## src/design/ple_pkg.sv

```systemverilog
// Package for the positional list engine: transaction types, operation codes,
// status codes and default sizes. No dependencies.
`default_nettype none
package ple_pkg;

	localparam int CAPACITY_DEF = 32;
	localparam int VALUE_W      = 32;
	localparam int POS_W        = 6;
	localparam int COUNT_W      = 6;

	// Requested operation
	typedef enum logic [2:0] {
		KIND_INS_FRONT = 3'd0,
		KIND_INS_BACK  = 3'd1,
		KIND_INS_AT    = 3'd2,
		KIND_DEL_FRONT = 3'd3,
		KIND_DEL_BACK  = 3'd4,
		KIND_DEL_AT    = 3'd5,
		KIND_READ      = 3'd6,
		KIND_NOP       = 3'd7
	} kind_t;

	// Outcome of an operation
	typedef enum logic [1:0] {
		STAT_DONE  = 2'd0,
		STAT_RANGE = 2'd1,
		STAT_EMPTY = 2'd2,
		STAT_FULL  = 2'd3
	} status_t;

	// What every cell does in a cycle
	typedef enum logic [1:0] {
		OP_HOLD   = 2'd0,
		OP_INSERT = 2'd1,
		OP_DELETE = 2'd2,
		OP_ROTATE = 2'd3
	} cell_op_t;

	typedef struct packed {
		cell_op_t op;
	} ctl_t;

	typedef struct packed {
		kind_t                     kind;
		logic signed [VALUE_W-1:0] value;
		logic [POS_W-1:0]          position;
	} in_t;

	typedef struct packed {
		status_t                   status;
		logic [COUNT_W-1:0]        count;
		logic signed [VALUE_W-1:0] element;
		logic                      element_valid;
		logic                      last;
	} out_t;

endpackage
`default_nettype wire

```

## src/design/ple_cell.sv

```systemverilog
// One storage cell of the list chain; takes data from its neighbours.
// Depends on ple_pkg.
`default_nettype none
module ple_cell #(
	parameter int IDX = 0,
	parameter int CW  = 6
) (
	input  wire                                 clk,
	input  wire ple_pkg::ctl_t                  ctl,
	input  wire [CW-1:0]                        idx,
	input  wire [CW-1:0]                        tail,
	input  wire signed [ple_pkg::VALUE_W-1:0]   value,
	input  wire signed [ple_pkg::VALUE_W-1:0]   left,
	input  wire signed [ple_pkg::VALUE_W-1:0]   right,
	input  wire signed [ple_pkg::VALUE_W-1:0]   head,
	output logic signed [ple_pkg::VALUE_W-1:0]  data_q
);

	localparam logic [CW-1:0] MY_IDX = CW'(IDX);

	logic signed [ple_pkg::VALUE_W-1:0] data_d;

	// Pick the next value from the broadcast operation and this cell's place
	always_comb begin
		data_d = data_q;
		case (ctl.op)
			ple_pkg::OP_INSERT: begin
				if (MY_IDX == idx) begin
					data_d = value;
				end else if (MY_IDX > idx) begin
					data_d = left;
				end
			end
			ple_pkg::OP_DELETE: begin
				if (MY_IDX >= idx) begin
					data_d = right;
				end
			end
			ple_pkg::OP_ROTATE: begin
				if (MY_IDX == tail) begin
					data_d = head;
				end else if (MY_IDX < tail) begin
					data_d = right;
				end
			end
			default: begin
				data_d = data_q;
			end
		endcase
	end

	// Hold the value
	always_ff @(posedge clk) begin
		data_q <= data_d;
	end

endmodule
`default_nettype wire

```

## src/design/positional_list_engine_unit.sv

```systemverilog
// Positional list engine top level: control, result register and cell chain.
// Depends on ple_pkg and ple_cell.
//
// Keeps an ordered list of up to CAPACITY signed 32-bit values in a row of
// shifting cells, front at cell 0. Every insert, delete or no-op transaction
// gives one result transaction carrying status and the new count. A read out
// gives one result per stored element, front first, with the final one marked
// last; the chain rotates one place a cycle past cell 0, the only read-out tap,
// whenever the result register is free, and input is held off until the
// rotation is complete and the list is back in place. A read of an empty
// list gives one result with status empty. Results pass through an output
// register, so a new transaction is taken while a result still waits, as long
// as that register is free to take the next one.
`default_nettype none
module positional_list_engine_unit #(
	parameter int CAPACITY = ple_pkg::CAPACITY_DEF
) (
	input  wire            clk,
	input  wire            arst_n,
	input  wire            in_valid,
	output logic           in_ready,
	input  wire ple_pkg::in_t in_data,
	output logic           out_valid,
	input  wire            out_ready,
	output ple_pkg::out_t  out_data
);

	localparam int CW = $clog2(CAPACITY + 1);
	localparam int WW = ((CW > ple_pkg::POS_W) ? CW : ple_pkg::POS_W) + 1;

	typedef enum logic {
		ST_IDLE,
		ST_READ
	} state_t;

	state_t                             state_q;
	logic [CW-1:0]                      cnt_q;
	logic [CW-1:0]                      rd_q;
	logic                               out_valid_q;
	ple_pkg::out_t                      out_q;

	logic                               out_free;
	logic                               accept;
	logic                               full;
	logic                               empty;
	logic [WW-1:0]                      pos_w;
	logic [WW-1:0]                      cnt_w;
	logic [CW-1:0]                      pos_idx;
	logic [CW-1:0]                      tail;
	logic                               go_read;
	logic                               read_step;
	logic                               read_last;
	ple_pkg::status_t                   status_d;
	logic [CW-1:0]                      cnt_d;
	logic [CW-1:0]                      idx;
	ple_pkg::ctl_t                      ctl;
	logic signed [ple_pkg::VALUE_W-1:0] cell_q [CAPACITY];

	assign out_free  = !out_valid_q || out_ready;
	assign in_ready  = (state_q == ST_IDLE) && out_free;
	assign accept    = in_valid && in_ready;
	assign out_valid = out_valid_q;
	assign out_data  = out_q;

	assign full      = (cnt_q == CW'(CAPACITY));
	assign empty     = (cnt_q == '0);
	assign pos_w     = WW'(in_data.position);
	assign cnt_w     = WW'(cnt_q);
	assign pos_idx   = CW'(in_data.position - ple_pkg::POS_W'(1));
	assign tail      = cnt_q - CW'(1);
	assign read_step = (state_q == ST_READ) && out_free;
	assign read_last = (rd_q == tail);

	// Decode the transaction into a chain operation, status and new count
	always_comb begin
		ctl.op   = ple_pkg::OP_HOLD;
		idx      = '0;
		status_d = ple_pkg::STAT_DONE;
		cnt_d    = cnt_q;
		go_read  = 1'b0;
		if (read_step) begin
			ctl.op = ple_pkg::OP_ROTATE;
		end else if (accept) begin
			case (in_data.kind)
				ple_pkg::KIND_INS_FRONT, ple_pkg::KIND_INS_BACK,
				ple_pkg::KIND_INS_AT: begin
					if (full) begin
						status_d = ple_pkg::STAT_FULL;
					end else if (in_data.kind == ple_pkg::KIND_INS_FRONT) begin
						ctl.op = ple_pkg::OP_INSERT;
						idx    = '0;
						cnt_d  = cnt_q + CW'(1);
					end else if (in_data.kind == ple_pkg::KIND_INS_BACK) begin
						ctl.op = ple_pkg::OP_INSERT;
						idx    = cnt_q;
						cnt_d  = cnt_q + CW'(1);
					end else if (pos_w == '0 || pos_w > cnt_w + WW'(1)) begin
						status_d = ple_pkg::STAT_RANGE;
					end else begin
						ctl.op = ple_pkg::OP_INSERT;
						idx    = pos_idx;
						cnt_d  = cnt_q + CW'(1);
					end
				end
				ple_pkg::KIND_DEL_FRONT, ple_pkg::KIND_DEL_BACK,
				ple_pkg::KIND_DEL_AT: begin
					if (empty) begin
						status_d = ple_pkg::STAT_EMPTY;
					end else if (in_data.kind == ple_pkg::KIND_DEL_FRONT) begin
						ctl.op = ple_pkg::OP_DELETE;
						idx    = '0;
						cnt_d  = tail;
					end else if (in_data.kind == ple_pkg::KIND_DEL_BACK) begin
						ctl.op = ple_pkg::OP_DELETE;
						idx    = tail;
						cnt_d  = tail;
					end else if (pos_w == '0 || pos_w > cnt_w) begin
						status_d = ple_pkg::STAT_RANGE;
					end else begin
						ctl.op = ple_pkg::OP_DELETE;
						idx    = pos_idx;
						cnt_d  = tail;
					end
				end
				ple_pkg::KIND_READ: begin
					if (empty) begin
						status_d = ple_pkg::STAT_EMPTY;
					end else begin
						go_read = 1'b1;
					end
				end
				default: begin
					status_d = ple_pkg::STAT_DONE;
				end
			endcase
		end
	end

	// Hold state, count, read-out position and the result register
	always_ff @(posedge clk or negedge arst_n) begin
		if (!arst_n) begin
			state_q     <= ST_IDLE;
			cnt_q       <= '0;
			rd_q        <= '0;
			out_valid_q <= 1'b0;
		end else begin
			cnt_q <= cnt_d;
			case (state_q)
				ST_IDLE: begin
					if (go_read) begin
						state_q <= ST_READ;
						rd_q    <= '0;
					end
				end
				ST_READ: begin
					if (read_step) begin
						rd_q <= rd_q + CW'(1);
						if (read_last) begin
							state_q <= ST_IDLE;
						end
					end
				end
				default: begin
					state_q <= ST_IDLE;
				end
			endcase
			// Raise valid on a new result, drop it once the result is taken
			if ((accept && !go_read) || read_step) begin
				out_valid_q <= 1'b1;
			end else if (out_ready) begin
				out_valid_q <= 1'b0;
			end
		end
	end

	// Load the result payload
	always_ff @(posedge clk) begin
		if (read_step) begin
			out_q.status        <= ple_pkg::STAT_DONE;
			out_q.count         <= ple_pkg::COUNT_W'(cnt_q);
			out_q.element       <= cell_q[0];
			out_q.element_valid <= 1'b1;
			out_q.last          <= read_last;
		end else if (accept && !go_read) begin
			out_q.status        <= status_d;
			out_q.count         <= ple_pkg::COUNT_W'(cnt_d);
			out_q.element       <= '0;
			out_q.element_valid <= 1'b0;
			out_q.last          <= 1'b1;
		end
	end

	// Build the chain of cells, front at cell 0
	for (genvar i = 0; i < CAPACITY; i++) begin : g_cell
		logic signed [ple_pkg::VALUE_W-1:0] left;
		logic signed [ple_pkg::VALUE_W-1:0] right;

		if (i == 0) begin : g_first
			assign left = cell_q[i];
		end else begin : g_mid_l
			assign left = cell_q[i-1];
		end

		if (i == CAPACITY - 1) begin : g_final
			assign right = cell_q[i];
		end else begin : g_mid_r
			assign right = cell_q[i+1];
		end

		ple_cell #(
			.IDX (i),
			.CW  (CW)
		) u_cell (
			.clk    (clk),
			.ctl    (ctl),
			.idx    (idx),
			.tail   (tail),
			.value  (in_data.value),
			.left   (left),
			.right  (right),
			.head   (cell_q[0]),
			.data_q (cell_q[i])
		);
	end

endmodule
`default_nettype wire

```

## config.mk

```make
export PLATFORM = sky130hd
export DESIGN_NAME = positional_list_engine_unit
export DESIGN_NICKNAME = d
export VERILOG_FILES = /design/src/design/ple_pkg.sv /design/src/design/ple_cell.sv /design/src/design/positional_list_engine_unit.sv
export SDC_FILE = /design/constraint.sdc
export NUM_CORES = 2
export LEC_CHECK = 0
export BUFFER_PORTS_ARGS = -buffer_cell sky130_fd_sc_hd__buf_2
export CORE_MARGIN = 2
export CORE_UTILIZATION = 40
export DETAILED_ROUTE_END_ITERATION = 10
export GPL_ROUTABILITY_DRIVEN = 0
export GPL_TIMING_DRIVEN = 1
export PLACE_DENSITY_LB_ADDON = 0.2
export SETUP_SLACK_MARGIN = 0.15
export SYNTH_ARGS = -nofsm -noshare
export SYNTH_HDL_FRONTEND = slang
export SYNTH_SLANG_ARGS = --single-unit
```

## constraint.sdc

```tcl
create_clock -name clk -period 5.85 [get_ports clk]
set_input_delay 0.585 -clock clk [delete_from_list [all_inputs] [get_ports clk]]
set_output_delay 0.585 -clock clk [all_outputs]
set_load 0.03 [all_outputs]
```

Word level (Yosys, flattened, before mapping)
Index checks and enable logic that the tools add are counted.
{"block": "classes", "eq_ne": 171, "muxes": 248, "add_sub_neg": 5, "bitwise_logic": 1, "order_cmp": 95, "n_reduce_logical": 54}
{"cell": "two-way mux 32 bit", "n": 157}
{"cell": "one-hot mux 32 bit (3 select lines)", "n": 31}
{"cell": "== test 5 x 6 -> 1 bit (first input constant)", "n": 32}
{"cell": "!= test 3 x 1 -> 1 bit (second input constant)", "n": 61}
{"cell": "two-way mux 6 bit", "n": 22}
{"cell": "AND reduction 4 bit", "n": 30}
{"cell": "== test 4 x 6 -> 1 bit (first input constant)", "n": 16}
{"cell": "greater-than comparator 5 x 6 -> 1 bit (first input constant)", "n": 16}
{"cell": ">= comparator 5 x 6 -> 1 bit (first input constant)", "n": 15}
{"cell": "less-than comparator 5 x 6 -> 1 bit (first input constant)", "n": 15}
{"cell": "two-way mux 40 bit", "n": 2}
{"cell": "!= test 2 x 1 -> 1 bit (second input constant)", "n": 35}
{"cell": "one-hot mux 32 bit (2 select lines)", "n": 1}
{"cell": "== test 3 x 6 -> 1 bit (first input constant)", "n": 8}
{"cell": ">= comparator 4 x 6 -> 1 bit (first input constant)", "n": 8}
{"cell": "greater-than comparator 4 x 6 -> 1 bit (first input constant)", "n": 8}
{"cell": "less-than comparator 4 x 6 -> 1 bit (first input constant)", "n": 8}
{"cell": "one-hot mux 6 bit (2 select lines)", "n": 3}
{"cell": "== test 2 x 6 -> 1 bit (first input constant)", "n": 4}
{"cell": ">= comparator 3 x 6 -> 1 bit (first input constant)", "n": 4}
{"cell": "greater-than comparator 3 x 6 -> 1 bit (first input constant)", "n": 4}
{"cell": "less-than comparator 3 x 6 -> 1 bit (first input constant)", "n": 4}
{"cell": "two-way mux 2 bit", "n": 10}
{"cell": "two-way mux 1 bit", "n": 19}
{"cell": "other kinds (36)", "n": 61}
{"block": "word_totals", "elab_cells": 615, "out_inout_bits": 44, "ff_bits": 1080}

Depth between registers and ports, before layout
{"block": "depth", "ltp_word": 14, "depth_mapped": 19}

Hierarchy
A second synthesis with hierarchy kept.
{"block": "unflattened", "hier_cells": 6462, "hier_area_um2": 70194.8}
{"module": "positional_list_engine_unit", "instances": 1, "area_each_um2": 3418.3, "seq_area_each_um2": 1581.5, "cells_each": 339}
{"module": "ple_cell (g_cell[5].u_cell)", "instances": 1, "area_each_um2": 2344.7, "seq_area_each_um2": 960.9, "cells_each": 246}
{"module": "ple_cell (g_cell[6].u_cell)", "instances": 1, "area_each_um2": 2306.0, "seq_area_each_um2": 960.9, "cells_each": 243}
{"module": "ple_cell (g_cell[8].u_cell)", "instances": 1, "area_each_um2": 2265.9, "seq_area_each_um2": 960.9, "cells_each": 240}
{"module": "ple_cell (g_cell[22].u_cell)", "instances": 1, "area_each_um2": 2253.4, "seq_area_each_um2": 960.9, "cells_each": 187}
{"module": "ple_cell (g_cell[18].u_cell)", "instances": 1, "area_each_um2": 2232.1, "seq_area_each_um2": 960.9, "cells_each": 186}
{"module": "ple_cell (g_cell[25].u_cell)", "instances": 1, "area_each_um2": 2213.4, "seq_area_each_um2": 960.9, "cells_each": 188}
{"module": "ple_cell (g_cell[30].u_cell)", "instances": 1, "area_each_um2": 2205.9, "seq_area_each_um2": 960.9, "cells_each": 193}
{"module": "ple_cell (g_cell[14].u_cell)", "instances": 1, "area_each_um2": 2200.9, "seq_area_each_um2": 960.9, "cells_each": 240}
{"module": "ple_cell (g_cell[31].u_cell)", "instances": 1, "area_each_um2": 2182.1, "seq_area_each_um2": 960.9, "cells_each": 241}
{"module": "ple_cell (g_cell[16].u_cell)", "instances": 1, "area_each_um2": 2173.3, "seq_area_each_um2": 960.9, "cells_each": 190}
{"module": "ple_cell (g_cell[0].u_cell)", "instances": 1, "area_each_um2": 2169.6, "seq_area_each_um2": 960.9, "cells_each": 233}
{"module": "ple_cell (g_cell[11].u_cell)", "instances": 1, "area_each_um2": 2142.1, "seq_area_each_um2": 960.9, "cells_each": 188}
{"module": "ple_cell (g_cell[10].u_cell)", "instances": 1, "area_each_um2": 2112.0, "seq_area_each_um2": 960.9, "cells_each": 151}
{"module": "+19 rows"}

Worst setup path before layout
No wires, ideal clock.
{"block": "synth_timing", "path_type": "register to register", "startpoint": "reg cnt_q[0]", "endpoint": "reg g_cell[20].u_cell.data_q[0] in the netlist's numbering, enable pin", "t_required_ns": 5.380, "period_less_slack_ns": 6.483, "n_path_buf": 4, "setup_time_ns": 0.470, "path_slack_ns": -0.633, "t_arrival_ns": 6.013, "stages_incl_launch_ff": 17, "path_cell_list": "dfrtp_1 > buf_1 > inv_1 > ha_1 > clkbuf_1 > inv_1 > ha_1 > nand3_1 > o22a_1 > o21ai_1 > nand2_1 > o31ai_2 > and2_1 > clkbuf_2 > nand4_1 > clkbuf_1 > a211oi_1"}
{"block": "synth_via", "elab_chain_cells": 13, "word_cells_on_any_way": 43, "classes_between": "2 x add/sub; 5 x order compare; 9 x eq/ne; 22 x mux; 5 x reduce/logical"}
{"item": "start: declaration", "line_no": "positional_list_engine_unit.sv:37", "rtl": "logic [CW-1:0] cnt_q;"}
{"item": "start signal: assignment", "line_no": "positional_list_engine_unit.sv:147", "rtl": "cnt_q <= cnt_d;"}
{"item": "adder 6 x 1 -> 7 bit", "line_no": "positional_list_engine_unit.sv:97", "rtl": "end else if (pos_w == '0 || pos_w > cnt_w + WW'(1)) begin"}
{"item": "greater-than comparator 6 x 7 -> 1 bit", "line_no": "positional_list_engine_unit.sv:97"}
{"item": "logical OR 1 bit", "line_no": "positional_list_engine_unit.sv:97"}
{"item": "two-way mux 6 bit / two-way mux 1 bit (equally long branches)", "line_no": "positional_list_engine_unit.sv:97"}
{"item": "two-way mux 6 bit / two-way mux 1 bit (equally long branches)", "line_no": "positional_list_engine_unit.sv:93", "rtl": "end else if (in_data.kind == ple_pkg::KIND_INS_BACK) begin"}
{"item": "two-way mux 6 bit / two-way mux 1 bit (equally long branches)", "line_no": "positional_list_engine_unit.sv:89", "rtl": "end else if (in_data.kind == ple_pkg::KIND_INS_FRONT) begin"}
{"item": "two-way mux 6 bit / two-way mux 1 bit (equally long branches)", "line_no": "positional_list_engine_unit.sv:87", "rtl": "if (full) begin"}
{"item": "one-hot mux 6 bit (2 select lines) / one-hot mux 2 bit (2 select lines) (equally long branches)", "line_no": "positional_list_engine_unit.sv:84", "rtl": "case (in_data.kind)"}
{"item": "two-way mux 6 bit / two-way mux 2 bit (equally long branches)", "line_no": "positional_list_engine_unit.sv:83", "rtl": "end else if (accept) begin"}
{"item": "two-way mux 6 bit / two-way mux 2 bit (equally long branches)", "line_no": "positional_list_engine_unit.sv:81", "rtl": "if (read_step) begin"}
{"item": "greater-than comparator 5 x 6 -> 1 bit, or another cell as far along", "line_no": "ple_cell.sv:30", "rtl": "end else if (MY_IDX > idx) begin"}
{"item": "!= test 3 x 1 -> 1 bit (no line), or another cell as far along"}
{"item": "AND reduction 4 bit (no line) *"}
{"item": "end signal: assignment", "line_no": "ple_cell.sv:54", "rtl": "data_q <= data_d;"}
{"item": "end: declaration", "line_no": "ple_cell.sv:16", "rtl": "output logic signed [ple_pkg::VALUE_W-1:0] data_q"}
Every way passes the cells marked *; elsewhere a longest branch is shown, timed or not.
A chain may end at the register's enable or synchronous reset.

Worst setup path in the final report
{"block": "layout_timing", "startpoint": "reg cnt_q[3]", "endpoint": "reg g_cell[8].u_cell.data_q[10] in the netlist's numbering, data pin"}
{"block": "layout_via", "elab_chain_cells": 13, "word_cells_on_any_way": 38, "classes_between": "2 x add/sub; 2 x order compare; 6 x eq/ne; 25 x mux; 3 x reduce/logical"}
{"item": "adder 6 x 1 -> 7 bit", "line_no": "positional_list_engine_unit.sv:97"}
{"item": "greater-than comparator 6 x 7 -> 1 bit", "line_no": "positional_list_engine_unit.sv:97"}
{"item": "logical OR 1 bit", "line_no": "positional_list_engine_unit.sv:97"}
{"item": "two-way mux 6 bit", "line_no": "positional_list_engine_unit.sv:97"}
{"item": "two-way mux 6 bit", "line_no": "positional_list_engine_unit.sv:93"}
{"item": "two-way mux 6 bit", "line_no": "positional_list_engine_unit.sv:89"}
{"item": "two-way mux 6 bit", "line_no": "positional_list_engine_unit.sv:87"}
{"item": "one-hot mux 6 bit (2 select lines)", "line_no": "positional_list_engine_unit.sv:84"}
{"item": "two-way mux 6 bit", "line_no": "positional_list_engine_unit.sv:83"}
{"item": "two-way mux 6 bit", "line_no": "positional_list_engine_unit.sv:81"}
{"item": "== test 4 x 6 -> 1 bit", "line_no": "ple_cell.sv:28", "rtl": "if (MY_IDX == idx) begin"}
{"item": "two-way mux 32 bit", "line_no": "ple_cell.sv:28"}
{"item": "one-hot mux 32 bit (3 select lines) *", "line_no": "ple_cell.sv:26", "rtl": "case (ctl.op)"}
{"item": "net g_cell[8].u_cell.data_d (one bit)", "line_no": "ple_cell.sv:21", "rtl": "logic signed [ple_pkg::VALUE_W-1:0] data_d;"}
{"item": "end signal: assignment", "line_no": "ple_cell.sv:54"}
{"item": "end: declaration", "line_no": "ple_cell.sv:16"}
The timed path passes the listed nets; every way through them passes the cells marked *.

==> impl_metrics.yaml <==
drt:
  viasPerCell: 7.04
  drtAntennaViolNets: 0
  wl_met2_mm: 110
  avgRoutedWirePerCell_um: 32.2
  drt-initial-drc-count: 6773
  routed.top_layer: "met5"
  first_pass_iters: 10
  dr_wl_met3_mm: 20.7
  drt_wl_total_mm: 235
  drc: 0
  wl_met1_mm: 93.0
  dr_total_vias: 51400
place:
  dp_hpwl_mm: 154
  port_buffers: 88
  postPlaceCellArea_um2: 62500
cts:
  post_cts_resized: 0
  htreeDepth: 3
  cts_tree: "built"
  clkLatencyLatePin_ns: 0.78
  cts_setup_buffers: 0
  clkTransAtPathRegs_ns: 0.07
  numCtsBuffers: 118
  cts_root_buf: "clkbuf_16"
  clockBufferDepth: 3
  cts_num_sinks: 1080
synth:
  ys_types: 93
  synth_compound_area_frac: 0.251
  synth-adder-area-share: 0.00415
  synth_xor_xnor_area_share: 0.00378
  yosysSeqAreaShare: 0.536
  synthSimpleGateAreaFrac: 0.107
  ys_seq_elements: 1080
  ys_warn_count: 0
  synth_mux_area_frac: 0.0425
  ys.flop_type: "edfxtp_1"
  synth.avg_cell_area_um2: 11.0
  syn-num-nets: 5542
  synth_edf_count: 1063
  synth_area_um2: 60300
  async_flop_share: 0.0130
  synth_top_family_by_area: "compound AO/OA/AOI/OAI gates"
  synthCells: 5477
power_and_ir_drop:
  power_leakage_nw: 22.1
  powerDensity_nw_per_um2: 672
  total_power_mw: 44.5
  peakVddDrop_uv: 741
timing:
  finalHoldViolCount: 0
  timing.hold.ws_ns: 0.295
  finalSetupViolCount: 0
  layout_min_cycle_time_ns: 5.26
  finalMaxSlewViolations: 0
  max_slew.worst_pin.slew_ns: 1.33
  fin_skew_ns: 0.0321
  min_period_over_period: 0.899
  slew_headroom: 0.111
  fmax_ghz: 0.190
  rsz0062_at_grt: "false"
  finalSetupTns_ns: 0
setup_path:
  rrSetupSlack_ns: 0.59
  crit_type: "reg2reg"
  startpoint_type: "flip-flop"
  critPathRequiredTime_ns: 6.48
  cp_data_arrival_time_ns: 5.89
  r2r_start: "cnt_q[3]$_DFF_PN0_"
  worstPathMaxFanout: 53
  end_kind: "flip-flop"
  r2r-end: "g_cell[8].u_cell.data_q[10]$_DFFE_PP_"
  r2r_cells: 12
floorplan:
  start_util: 0.403
  coreArea_um2: 150000
  die_x_um: 392
  dieArea_um2: 154000
  die-height_um: 392
  ios: 89
  num_rows: 142
worst_hold_path:
  hp-class: "in2async"
final_layout:
  final_core_util: 0.442
  area_growth_pct: 9.86
  drive_gt1_frac: 0.118
  final_nets: 5240
  final_cell_area_um2: 66300
outcome:
  outcome: "complete, no violations"
global_route:
  grt.overflow.total: 0
  grt_pass1_wl_mm: 348
  grt_max_degree: 192
  grt_pass1_vias: 51700
  antenna_found_initial: 17
  grtUsageTotal: 0.298
flow_run:
  maxCapViolations: 0
[placed cells by master (no fill, tap or decap), drive strengths merged, types with 4 or more instances in the layout]
cell    synthesis  final
a22oi         898    898
a211o          15     15
nand4          17     17
mux2i         256    256
o211ai        611    611
nor2           72     72
nand2         157    157
xor2            8      8
nor3           27     27
nand2b          6      6
nand3         698    698
and2           50     50
a21oi          96     96
a222oi         32     32
buf           224    319
a31oi           4      4
xnor2          18     18
a211oi         12     12
nor4            8      8
and4           32     32
a221o          33     33
ha             20     20
inv            14     15
or3             9      9
a21o            8      8
bufinv          0      7
o22ai           7      7
clkbuf        518    146
diode           0     10
edfxtp       1063   1063
o31ai           6      6
nor2b           5      5
a311o          18     18
a22o            5      5
dfrtp          14     14
nor3b           6      6
o21ai         349    349
clkinv          1     64
and3          112    112
[cells in the mapped netlist, types with 9 or more instances]
master / count / area share
edfxtp_1: 1063 / 0.53
a22oi_1: 898 / 0.11
nand3_1: 692 / 0.057
o211ai_1: 609 / 0.076
clkbuf_1: 517 / 0.032
mux2i_1: 256 / 0.042
o21ai_1: 232 / 0.019
buf_2: 153 / 0.013
nand2_1: 150 / 0.0093
o21ai_0: 114 / 0.0095
and3_1: 112 / 0.012
a21oi_1: 94 / 0.0078
nor2_1: 65 / 0.0040
and2_1: 48 / 0.0050
a221o_1: 33 / 0.0055
a222oi_1: 32 / 0.0053
and4_1: 32 / 0.0046
buf_1: 25 / 0.0016
buf_6: 25 / 0.0047
nor3_1: 22 / 0.0018
buf_4: 21 / 0.0026
ha_1: 20 / 0.0041
a311o_1: 18 / 0.0030
xnor2_1: 18 / 0.0026
a211o_1: 15 / 0.0022
dfrtp_1: 14 / 0.0058
inv_1: 14 / 0.00087
a211oi_1: 12 / 0.0015
nand4_1: 11 / 0.0011
or3_1: 9 / 0.00093
[worst max-delay path, cell delays in order (launching register included)]
cell     delay, ns
dfrtp_1       0.63
inv_1         0.25
ha_1          0.35
nand4_1       0.11
a21oi_1       0.19
o31a_1        0.38
o21ai_0       0.36
a221o_4       0.51
buf_4         0.39
nor2_4        0.90
buf_4         0.69
a21oi_1       0.16
nand3_1       0.11
[metal layers]
| layer | vias up | track usage |
|---|---|---|
| met4 | 8 | 0.129 |
| li1 | 21600 | - |
| met2 | 2921 | 0.483 |
| met1 | 26300 | 0.393 |
| met3 | 544 | 0.0506 |
| met5 | - | 0.00702 |
[how the worst max path moves through the flow]
stage / start / end / depth (start not counted)
after global routing: cnt_q[3]$_DFF_PN0_ / g_cell[8].u_cell.data_q[16]$_DFFE_PP_ / 12
after CTS: cnt_q[0]$_DFF_PN0_ / g_cell[11].u_cell.data_q[1]$_DFFE_PP_ / 14
final: cnt_q[3]$_DFF_PN0_ / g_cell[8].u_cell.data_q[10]$_DFFE_PP_ / 12
after detailed placement: cnt_q[0]$_DFF_PN0_ / g_cell[11].u_cell.data_q[14]$_DFFE_PP_ / 14
after floorplan: cnt_q[0]$_DFF_PN0_ / g_cell[28].u_cell.data_q[0]$_DFFE_PP_ / 17
after global placement: cnt_q[0]$_DFF_PN0_ / g_cell[11].u_cell.data_q[5]$_DFFE_PP_ / 14
[logic make-up after synthesis]
group                      count (synthesis)
adders and majority gates                 20
muxes                                    256
and+or+nand+nor                         1215
AOI/OAI and AO/OA                       2123
buffers and inverters                    757
DFF                                     1080
xor gates and xnor gates                  26
[where the power goes]
part           switching [mW]  internal [mW]
logic                    13.0           5.88
registers                2.75           15.5
clock network            3.33           4.05
[through the flow]
stage / setup WS [ns] / instances
after global routing: 0.359 / 7300
after CTS: 0.726 / 7290
after global placement: 0.806 / 7070
final: 0.592 / 7300
after detailed placement: 0.755 / 7070
after floorplan: -0.446 / 5477
[repair_timing]
item                                    CTS  global route
endpoints found under the setup margin    0             0
hold endpoints to repair                 14             0
hold buffers                              1             0
[sequential cells by signal (all words and copies together) (netlist names)]
register / cells
g_cell.u_cell.data_q: 1024
cnt_q: 6
state_q: 1
rd_q: 6
out_valid: 1
out_data: 42
[cell type report]
class                      count  area (um2)
fill                       14100       83500
sequential                  1080       32300
multi-input combinational   3640       25300
clock buffer                 146        3100
tap                         2016        2520
timing repair buffer         320        2370
clock inverter                73         584
inverter                      15        56.3
antenna                       10        25.0
Note: power is estimated with default switching activity, not from simulation.
